### src/rtl/clns_pkg.sv
// shared types, codes and sequence tables for the character-lcd nibble sequencer
// no dependencies; imported by every module of the block
package clns_pkg;

    // expander port bit map
    localparam int BIT_RS = 0;
    localparam int BIT_RW = 1;
    localparam int BIT_EN = 2;
    localparam int BIT_BL = 3;

    localparam logic [3:0] WAIT_NONE   = 4'd0;
    localparam logic [3:0] WAIT_EN     = 4'd1;
    localparam logic [3:0] WAIT_NIBBLE = 4'd10;
    localparam logic [3:0] WAIT_DATA   = 4'd10;
    localparam logic [3:0] WAIT_INSTR_SHORT = 4'd11;
    localparam logic [3:0] WAIT_INSTR_LONG  = 4'd12;
    localparam logic [7:0] INSTR_SHORT_MAX  = 8'h03;

    localparam logic [3:0] INIT_LAST_UNIT = 4'd10;

    typedef enum logic [1:0] {
        CMD_INSTR     = 2'd0,
        CMD_DATA      = 2'd1,
        CMD_BACKLIGHT = 2'd2,
        CMD_INIT      = 2'd3
    } cmd_t;

    typedef enum logic [2:0] {
        UK_CLEAR     = 3'd0,
        UK_NIBBLE    = 3'd1,
        UK_INSTR     = 3'd2,
        UK_DATA      = 3'd3,
        UK_BACKLIGHT = 3'd4
    } unit_kind_t;

    // one unit of work: a clear, a nibble, a full byte or a backlight write
    typedef struct packed {
        unit_kind_t  kind;
        logic [7:0]  value;
        logic [3:0]  final_wait;
    } unit_t;

    typedef struct packed {
        unit_t unit;
        logic  init;
    } cmd_entry_t;

    typedef struct packed {
        logic       valid;
        cmd_entry_t entry;
    } q_head_t;

    typedef struct packed {
        logic [7:0] img;
        logic [3:0] wait_ms;
        logic       done;
    } step_out_t;

    function automatic unit_t make_unit(unit_kind_t kind, logic [7:0] value,
                                        logic [3:0] final_wait);
        unit_t u;
        begin
            u.kind       = kind;
            u.value      = value;
            u.final_wait = final_wait;
            return u;
        end
    endfunction

    // initialization program, one unit per index
    function automatic unit_t init_unit(logic [3:0] idx);
        unit_t u;
        begin
            case (idx)
                4'd0:    u = make_unit(UK_CLEAR,     8'h00, 4'd10);
                4'd1:    u = make_unit(UK_NIBBLE,    8'h03, 4'd15);
                4'd2:    u = make_unit(UK_NIBBLE,    8'h03, 4'd11);
                4'd3:    u = make_unit(UK_NIBBLE,    8'h03, 4'd11);
                4'd4:    u = make_unit(UK_NIBBLE,    8'h02, 4'd11);
                4'd5:    u = make_unit(UK_INSTR,     8'h28, 4'd12);
                4'd6:    u = make_unit(UK_INSTR,     8'h08, 4'd12);
                4'd7:    u = make_unit(UK_INSTR,     8'h01, 4'd13);
                4'd8:    u = make_unit(UK_INSTR,     8'h06, 4'd12);
                4'd9:    u = make_unit(UK_INSTR,     8'h0C, 4'd12);
                4'd10:   u = make_unit(UK_BACKLIGHT, 8'h01, 4'd0);
                default: u = make_unit(UK_CLEAR,     8'h00, 4'd10);
            endcase
            return u;
        end
    endfunction

    // next port image and wait for one byte of a unit
    function automatic step_out_t gen_byte(unit_t u, logic [2:0] phase, logic [7:0] img);
        step_out_t  r;
        logic [3:0] nib;
        logic       is_byte;
        begin
            r.img     = img;
            r.wait_ms = WAIT_NONE;
            r.done    = 1'b0;
            is_byte   = (u.kind == UK_INSTR) || (u.kind == UK_DATA);
            nib       = (is_byte && (phase < 3'd4)) ? u.value[7:4] : u.value[3:0];
            case (u.kind)
                UK_CLEAR:
                begin
                    r.img     = 8'h00;
                    r.wait_ms = u.final_wait;
                    r.done    = 1'b1;
                end
                UK_BACKLIGHT:
                begin
                    r.img[BIT_BL] = u.value[0];
                    r.wait_ms     = u.final_wait;
                    r.done        = 1'b1;
                end
                UK_NIBBLE:
                begin
                    case (phase)
                        3'd0:
                        begin
                            r.img[7:4] = nib;
                        end
                        3'd1:
                        begin
                            r.img[BIT_EN] = 1'b1;
                            r.wait_ms     = WAIT_EN;
                        end
                        default:
                        begin
                            r.img[BIT_EN] = 1'b0;
                            r.wait_ms     = u.final_wait;
                            r.done        = 1'b1;
                        end
                    endcase
                end
                UK_INSTR, UK_DATA:
                begin
                    case (phase)
                        3'd0:
                        begin
                            r.img[BIT_RS] = (u.kind == UK_DATA);
                            r.img[BIT_RW] = 1'b0;
                        end
                        3'd1, 3'd4:
                        begin
                            r.img[7:4] = nib;
                        end
                        3'd2, 3'd5:
                        begin
                            r.img[BIT_EN] = 1'b1;
                            r.wait_ms     = WAIT_EN;
                        end
                        3'd3:
                        begin
                            r.img[BIT_EN] = 1'b0;
                            r.wait_ms     = WAIT_NIBBLE;
                        end
                        default:
                        begin
                            r.img[BIT_EN] = 1'b0;
                            r.wait_ms     = u.final_wait;
                            r.done        = 1'b1;
                        end
                    endcase
                end
                default:
                begin
                    r.done = 1'b1;
                end
            endcase
            return r;
        end
    endfunction

endpackage

### src/rtl/clns_front.sv
// front end: accepts commands, classifies them into work units, two-entry queue
// depends on clns_pkg
module clns_front
    import clns_pkg::*;
(
    input  logic       clk,
    input  logic       rst_n,
    input  logic       s_tvalid,
    output logic       s_tready,
    input  logic [7:0] s_tdata,   // value
    input  logic [1:0] s_tuser,   // command
    output q_head_t    head,
    input  logic       pop
);

    cmd_entry_t entry_reg [2];
    logic       wr_ptr_reg, wr_ptr_next;
    logic       rd_ptr_reg, rd_ptr_next;
    logic [1:0] count_reg, count_next;
    cmd_entry_t cls;
    logic       push;
    logic       do_pop;

    // classify the incoming command
    always_comb
    begin
        cls.init = 1'b0;
        case (cmd_t'(s_tuser))
            CMD_INSTR:
            begin
                cls.unit = make_unit(UK_INSTR, s_tdata,
                    (s_tdata <= INSTR_SHORT_MAX) ? WAIT_INSTR_SHORT : WAIT_INSTR_LONG);
            end
            CMD_DATA:
            begin
                cls.unit = make_unit(UK_DATA, s_tdata, WAIT_DATA);
            end
            CMD_BACKLIGHT:
            begin
                cls.unit = make_unit(UK_BACKLIGHT, {7'd0, s_tdata[0]}, WAIT_NONE);
            end
            default:
            begin
                cls.unit = init_unit(4'd0);
                cls.init = 1'b1;
            end
        endcase
    end

    // queue pointers and fill count
    assign s_tready = (count_reg != 2'd2);
    assign push     = s_tvalid && s_tready;
    assign do_pop   = pop && (count_reg != 2'd0);

    always_comb
    begin
        wr_ptr_next = push ? ~wr_ptr_reg : wr_ptr_reg;
        rd_ptr_next = do_pop ? ~rd_ptr_reg : rd_ptr_reg;
        count_next  = count_reg + {1'b0, push} - {1'b0, do_pop};
    end

    always_ff @(posedge clk or negedge rst_n)
    begin
        if (!rst_n)
        begin
            wr_ptr_reg <= 1'b0;
            rd_ptr_reg <= 1'b0;
            count_reg  <= 2'd0;
        end
        else
        begin
            wr_ptr_reg <= wr_ptr_next;
            rd_ptr_reg <= rd_ptr_next;
            count_reg  <= count_next;
        end
    end

    // queue storage
    always_ff @(posedge clk)
    begin
        if (push)
        begin
            entry_reg[wr_ptr_reg] <= cls;
        end
    end

    assign head.valid = (count_reg != 2'd0);
    assign head.entry = entry_reg[rd_ptr_reg];

    a_count_bound: assert property (@(posedge clk) disable iff (!rst_n)
        count_reg != 2'd3)
        else $error("queue count out of range");

    a_ptr_gap: assert property (@(posedge clk) disable iff (!rst_n)
        (count_reg == 2'd0 || count_reg == 2'd2) |-> (wr_ptr_reg == rd_ptr_reg))
        else $error("queue pointers disagree with count");

    a_push_full: assert property (@(posedge clk) disable iff (!rst_n)
        (count_reg == 2'd2 && !pop) |=> (count_reg == 2'd2))
        else $error("full queue lost an entry");

endmodule

### src/rtl/clns_back.sv
// back end: expands work units into expander words and holds the port image
// depends on clns_pkg
module clns_back
    import clns_pkg::*;
(
    input  logic        clk,
    input  logic        rst_n,
    input  q_head_t     head,
    output logic        pop,
    output logic        m_tvalid,
    input  logic        m_tready,
    output logic [15:0] m_tdata,  // expander_byte, wait_ms, zero fill
    output logic        m_tlast   // last
);

    logic       active_reg, active_next;
    unit_t      unit_reg, unit_next;
    logic [2:0] phase_reg, phase_next;
    logic       init_reg, init_next;
    logic [3:0] uidx_reg, uidx_next;
    logic [7:0] image_reg, image_next;

    logic       out_valid_reg, out_valid_next;
    logic [7:0] out_byte_reg;
    logic [3:0] out_wait_reg;
    logic       out_last_reg;

    step_out_t  step;
    logic       out_space;
    logic       advance;
    logic       seq_end;
    logic       load;

    // current word of the running unit
    assign step      = gen_byte(unit_reg, phase_reg, image_reg);
    assign out_space = !out_valid_reg || m_tready;
    assign advance   = active_reg && out_space;
    assign seq_end   = step.done && (!init_reg || (uidx_reg == INIT_LAST_UNIT));
    assign load      = head.valid && (!active_reg || (advance && seq_end));
    assign pop       = load;

    // sequencer next state
    always_comb
    begin
        active_next = active_reg;
        unit_next   = unit_reg;
        phase_next  = phase_reg;
        init_next   = init_reg;
        uidx_next   = uidx_reg;
        image_next  = image_reg;
        if (advance)
        begin
            image_next = step.img;
            if (step.done)
            begin
                if (!seq_end)
                begin
                    uidx_next  = uidx_reg + 4'd1;
                    unit_next  = init_unit(uidx_reg + 4'd1);
                    phase_next = 3'd0;
                end
                else
                begin
                    active_next = 1'b0;
                end
            end
            else
            begin
                phase_next = phase_reg + 3'd1;
            end
        end
        if (load)
        begin
            active_next = 1'b1;
            unit_next   = head.entry.unit;
            init_next   = head.entry.init;
            uidx_next   = 4'd0;
            phase_next  = 3'd0;
        end
    end

    always_ff @(posedge clk or negedge rst_n)
    begin
        if (!rst_n)
        begin
            active_reg <= 1'b0;
            phase_reg  <= 3'd0;
            init_reg   <= 1'b0;
            uidx_reg   <= 4'd0;
            image_reg  <= 8'h00;
        end
        else
        begin
            active_reg <= active_next;
            phase_reg  <= phase_next;
            init_reg   <= init_next;
            uidx_reg   <= uidx_next;
            image_reg  <= image_next;
        end
    end

    always_ff @(posedge clk)
    begin
        unit_reg <= unit_next;
    end

    // output register
    always_comb
    begin
        out_valid_next = out_valid_reg;
        if (advance)
        begin
            out_valid_next = 1'b1;
        end
        else if (m_tready)
        begin
            out_valid_next = 1'b0;
        end
    end

    always_ff @(posedge clk or negedge rst_n)
    begin
        if (!rst_n)
        begin
            out_valid_reg <= 1'b0;
        end
        else
        begin
            out_valid_reg <= out_valid_next;
        end
    end

    always_ff @(posedge clk)
    begin
        if (advance)
        begin
            out_byte_reg <= step.img;
            out_wait_reg <= step.wait_ms;
            out_last_reg <= seq_end;
        end
    end

    assign m_tvalid = out_valid_reg;
    assign m_tdata  = {4'd0, out_wait_reg, out_byte_reg};
    assign m_tlast  = out_last_reg;

    a_rw_clear: assert property (@(posedge clk) disable iff (!rst_n)
        !image_reg[BIT_RW])
        else $error("read/write bit set in port image");

    a_phase_bound: assert property (@(posedge clk) disable iff (!rst_n)
        active_reg |-> (phase_reg <= 3'd6))
        else $error("phase out of range");

    a_uidx_bound: assert property (@(posedge clk) disable iff (!rst_n)
        (active_reg && init_reg) |-> (uidx_reg <= INIT_LAST_UNIT))
        else $error("init unit index out of range");

    a_stall_hold: assert property (@(posedge clk) disable iff (!rst_n)
        (out_valid_reg && !m_tready) |=> !advance || !$past(advance) || out_valid_reg)
        else $error("output register overwritten while stalled");

endmodule

### src/rtl/char_lcd_nibble_sequencer_core.sv
// character-lcd nibble sequencer: an accepted command passes the command queue, the
// sequencer state and the output register before its first expander word goes out,
// then one word per cycle while m_tready is high
// instruction and data commands give 7 words, backlight 1, initialization 49
// reset clears the command queue, the port image and the output valid
// depends on clns_pkg, clns_front, clns_back
module char_lcd_nibble_sequencer_core
    import clns_pkg::*;
(
    input  logic        clk,
    input  logic        rst_n,
    input  logic        s_tvalid,
    output logic        s_tready,
    input  logic [7:0]  s_tdata,   // value
    input  logic [1:0]  s_tuser,   // command
    output logic        m_tvalid,
    input  logic        m_tready,
    output logic [15:0] m_tdata,   // expander_byte [7:0], wait_ms [11:8], zero [15:12]
    output logic        m_tlast    // last
);

    q_head_t head;
    logic    pop;

    // command intake and queue
    clns_front u_front
    (
        .clk      (clk),
        .rst_n    (rst_n),
        .s_tvalid (s_tvalid),
        .s_tready (s_tready),
        .s_tdata  (s_tdata),
        .s_tuser  (s_tuser),
        .head     (head),
        .pop      (pop)
    );

    // word sequencer
    clns_back u_back
    (
        .clk      (clk),
        .rst_n    (rst_n),
        .head     (head),
        .pop      (pop),
        .m_tvalid (m_tvalid),
        .m_tready (m_tready),
        .m_tdata  (m_tdata),
        .m_tlast  (m_tlast)
    );

endmodule
### config.mk
export PLATFORM = sky130hd
export DESIGN_NAME = char_lcd_nibble_sequencer_core
export DESIGN_NICKNAME = d
export VERILOG_FILES = /design/src/rtl/clns_pkg.sv /design/src/rtl/clns_front.sv /design/src/rtl/clns_back.sv /design/src/rtl/char_lcd_nibble_sequencer_core.sv
export SDC_FILE = /design/constraint.sdc
export NUM_CORES = 1
export LEC_CHECK = 0
export BUFFER_PORTS_ARGS = -buffer_cell sky130_fd_sc_hd__buf_2
export CAP_MARGIN = 20
export CORE_ASPECT_RATIO = 0.9
export CORE_UTILIZATION = 54
export DETAILED_ROUTE_END_ITERATION = 7
export PLACE_DENSITY = 0.76
export REMOVE_ABC_BUFFERS = 1
export SYNTH_ARGS = -nofsm -noshare
export SYNTH_HDL_FRONTEND = slang
export SYNTH_SLANG_ARGS = --single-unit
### constraint.sdc
create_clock -name clk -period 2.7 [get_ports clk]
set_clock_uncertainty 0.1 [all_clocks]
set_input_delay 0.405 -clock clk [delete_from_list [all_inputs] [get_ports clk]]
set_output_delay 0.405 -clock clk [all_outputs]
set_load 0.02 [all_outputs]
==> metrics.yaml <==
run_status: "finished, final reports clean"
dr.first_iter.drc_count: 140
detail_route.wirelength_mm: 7.073
ys_seq_elements: 82
layout_worst_path_cycle_share: 0.9484
synthesis.yosys.warnings: 0
synth_area_um2: 4090
max_slew_margin: 0.5297
dominant_combinational_cell_family_by_area_after_synthesis: "simple AND/OR/NAND/NOR gates"
wire_length_of_the_first_global_routing_pass_mm: 11.94
layout.cells.most_common_list: "sky130_fd_sc_hd__edfxtp_1, sky130_fd_sc_hd__buf_2, sky130_fd_sc_hd__mux2i_1, sky130_fd_sc_hd__dfrtp_1, sky130_fd_sc_hd__nand2_1"
fillers: 564
placementRows: 29
synth_xor_xnor_area_share: 0.02111
diodes: 0
synth.yosys.seq_area_share: 0.5751
place_congestion: 0.8400
clock_path_buffers: 2
die-area_um2: 7927
cts.sink_count: 82
post-route-cell-area_um2: 4617
part_of_the_power_in_registers: 0.400
cp_slowest_cell: "sky130_fd_sc_hd__or4_4"
synth_largest_area_cell: "sky130_fd_sc_hd__edfxtp_1"
h-tree-depth: 3
layout.cells.most_common: "sky130_fd_sc_hd__edfxtp_1"
grtUsageTotal: 0.2024
wire_per_inst_um: 15.24
netlist.area_leader.share: 0.4405
die_x_um: 93.74
antenna_violating_nets_post_route: 0
grt_setup_unrepaired: "no"
hold_class: "primary input to flip-flop"
synthesis.area_per_instance_um2: 12.55
place.detailed.hpwl_mm: 4.896
grt_pass1_vias: 2424
synth_compound_gate_area_share: 0.1113
tritoncts_clock_tree: "yes"
power_frac_clock: 0.177
timing.rr.end: "u_front.count_reg[1]$_DFF_PN0_"
primary_flip_flop_cell_chosen_by_synthesis_mapping: "sky130_fd_sc_hd__edfxtp_1"
fp.coreArea_um2: 7184
drv.max_cap_violation_count: 0
timing.critical_path.cells: "inv_2, ha_1, nor2_1, or4_4, o211ai_4, o22ai_4, ha_1, inv_1, ha_1, xnor2_1, xnor2_1"
hp-start: "s_tvalid"
tritoncts.num_buffers: 9
final_layout_size_suffix_gt1_frac: 0.2022
synthSimpleGateAreaFrac: 0.1175
synthArstFlopShare: 0.2683
synthDistinctLibCells: 51
switching_share: 0.3686
critPathRequiredTime_ns: 2.87
r2r_cells: 11
drt-vias-per-instance: 5.459
number_of_vias_after_detailed_routing: 2533
detailedRoute.firstPassIterationCount: 4
comb_power_share: 0.423
worst-slew-pin-transition_ns: 0.7055
arrival_ns: 2.73
grt-ovfl-total: 0
reg2reg_from: "u_back.phase_reg[1]$_DFFE_PN0P_"
cp_common_cell: "sky130_fd_sc_hd__ha_1"
flip_flop_count_of_the_largest_register_after_layout: 32
cp-start-kind: "flip-flop"
maxClockFrequency_ghz: 0.3905
netlist_instances: 326
maximum_number_of_pins_on_one_net_before_global_route_repair: 26
cp-end-kind: "flip-flop"
place_area_um2: 4379
clock_latency_on_the_worst_skew_pair_ns: 0.35
post_synth_mux_area_share: 0.08535
design_internal_power_mw: 3.507
areaGrowthSynthToFinish_pct: 12.88
finalHoldViolCount: 0
hold_path_end: "u_front.wr_ptr_reg$_DFFE_PN0P_"
post_synthesis_adder_cell_area_fraction: 0.05200
worstSetupPathType: "flip-flop to flip-flop"
clk_pin_slew_worst_paths_ns: 0.08
multi_input_comb_area_um2: 1603
worst_hold_slack_ns: 0.2766
post_synth_main_area_contributors: "sky130_fd_sc_hd__edfxtp_1, sky130_fd_sc_hd__dfrtp_1, sky130_fd_sc_hd__mux2i_1, sky130_fd_sc_hd__ha_1, sky130_fd_sc_hd__a21oi_1"
worst_hold_path.num_cells: 3
slowest_delay_ns: 0.53
postLayoutCoreUtil: 0.6426
synth_enable_flop_cells: 60
floorplan.initialDensity: 0.5693
antenna_found_initial: 0
r2r_setup_slack_ns: 0.14
maxSlewViolCount: 0
portBuffers: 28
largest_fanout_of_any_net_on_the_critical_path: 5
net-switching-power_mw: 2.047
storage_element_area_um2: 2352
clk_root_buffer_cell: "sky130_fd_sc_hd__clkbuf_8"
static-leakage-power_nw: 1.914
vdd_ir_drop_max_v: 0.0007117
finish.net_count: 397
boundaryPins: 33
drcViolationCount: 0
finalSetupViolCount: 0
period_needed_ns: 2.561
power_density_nw_per_um2: 1203
die_height_um: 84.57
-- worst max-delay path: cells and delay by family, from the launching register on --
| family | cells | cell delay, ns |
|---|---|---|
| buffers and inverters | 2 | 0.16 |
| and+or+nand+nor | 2 | 0.62 |
| DFF | 1 | 0.43 |
| xor gates and xnor gates | 2 | 0.29 |
| AOI/OAI and AO/OA | 2 | 0.23 |
| adders and majority gates | 3 | 0.65 |
-- through the flow --
stage	power (mW)	worst slack, ns	instances	TNS, ns
floorplan	3.848	-0.2858	314	-4.695
global placement	4.506	0.1050	447	0
detailed placement	4.581	0.008185	447	0
CTS	5.593	0.07174	464	0
global route	5.957	0.03492	464	0
finish	5.554	0.1394	464	0
-- logic make-up (layout without fill, tap and decap cells) --
family                     Yosys count  in the layout
AOI/OAI and AO/OA                   64             64
xor gates and xnor gates             9              9
adders and majority gates           17             17
buffers and inverters               30             72
DFF                                 82             82
muxes                               34             34
other                                1              4
and+or+nand+nor                     89             89
-- repair_timing --
action,CTS,global route
buffers inserted,0,0
setup endpoints to repair,1,1
gates resized for setup,1,1
endpoints found under the hold margin,22,0
hold buffers,1,0
-- synth_stat cells, types with 3 or more instances --
cell,count
sky130_fd_sc_hd__dfrtp_1,22
sky130_fd_sc_hd__nor3b_1,3
sky130_fd_sc_hd__or3_1,3
sky130_fd_sc_hd__a21o_1,8
sky130_fd_sc_hd__nand2b_1,9
sky130_fd_sc_hd__mux2_2,6
sky130_fd_sc_hd__nand3b_1,3
sky130_fd_sc_hd__clkbuf_1,7
sky130_fd_sc_hd__mux2i_1,27
sky130_fd_sc_hd__nor2_1,14
sky130_fd_sc_hd__a21oi_1,18
sky130_fd_sc_hd__xnor2_1,6
sky130_fd_sc_hd__buf_4,4
sky130_fd_sc_hd__nand3_1,7
sky130_fd_sc_hd__nor2b_1,13
sky130_fd_sc_hd__ha_1,17
sky130_fd_sc_hd__inv_1,14
sky130_fd_sc_hd__buf_6,3
sky130_fd_sc_hd__a211oi_1,3
sky130_fd_sc_hd__nor3_1,4
sky130_fd_sc_hd__or2_2,3
sky130_fd_sc_hd__nand2_1,19
sky130_fd_sc_hd__a22o_1,5
sky130_fd_sc_hd__and3_1,4
sky130_fd_sc_hd__o21ai_0,15
sky130_fd_sc_hd__edfxtp_1,60
-- how the worst max path moves through the flow --
| stage | end | startpoint | slack, ns |
|---|---|---|---|
| after floorplan | u_back.unit_reg[0]$_DFFE_PP_ | u_back.phase_reg[0]$_DFFE_PN0P_ | -0.29 |
| after global placement | u_front.count_reg[1]$_DFF_PN0_ | u_back.phase_reg[1]$_DFFE_PN0P_ | 0.10 |
| after detailed placement | u_front.count_reg[1]$_DFF_PN0_ | u_back.phase_reg[1]$_DFFE_PN0P_ | 0.008 |
| after CTS | u_front.count_reg[1]$_DFF_PN0_ | u_back.phase_reg[1]$_DFFE_PN0P_ | 0.07 |
| after global routing | u_front.count_reg[1]$_DFF_PN0_ | u_back.phase_reg[1]$_DFFE_PN0P_ | 0.03 |
| final | u_front.count_reg[1]$_DFF_PN0_ | u_back.phase_reg[1]$_DFFE_PN0P_ | 0.14 |
-- power by group through the flow --
stage | Clock (mW) | Combinational (mW) | Sequential [mW]
detailed placement | 0 | 2.34 | 2.24
finish | 0.984 | 2.35 | 2.22
floorplan | 0 | 1.47 | 2.38
global placement | 0 | 2.28 | 2.22
CTS | 1.01 | 2.36 | 2.22
global route | 1.06 | 2.62 | 2.28
-- final cells by class --
| class | count | area share |
|---|---|---|
| flip-flops and latches | 82 | 0.5095 |
| multi-input cells | 217 | 0.3472 |
| repair buffers | 41 | 0.05745 |
| clock buffers | 9 | 0.02683 |
| well taps | 93 | 0.02520 |
| clock inverters | 7 | 0.02168 |
| inverters | 15 | 0.01220 |
-- routing by layer --
layer  share of wire  routed length, µm  vias up  track usage
met5               0                  0        -            0
met4           0.016                110        0      0.06294
met3           0.044                312       14      0.06793
met2            0.48               3424       57       0.3106
met1            0.46               3225     1202       0.2723
li1                -                  -     1260            -
Note: power is estimated with default switching activity, not from simulation.
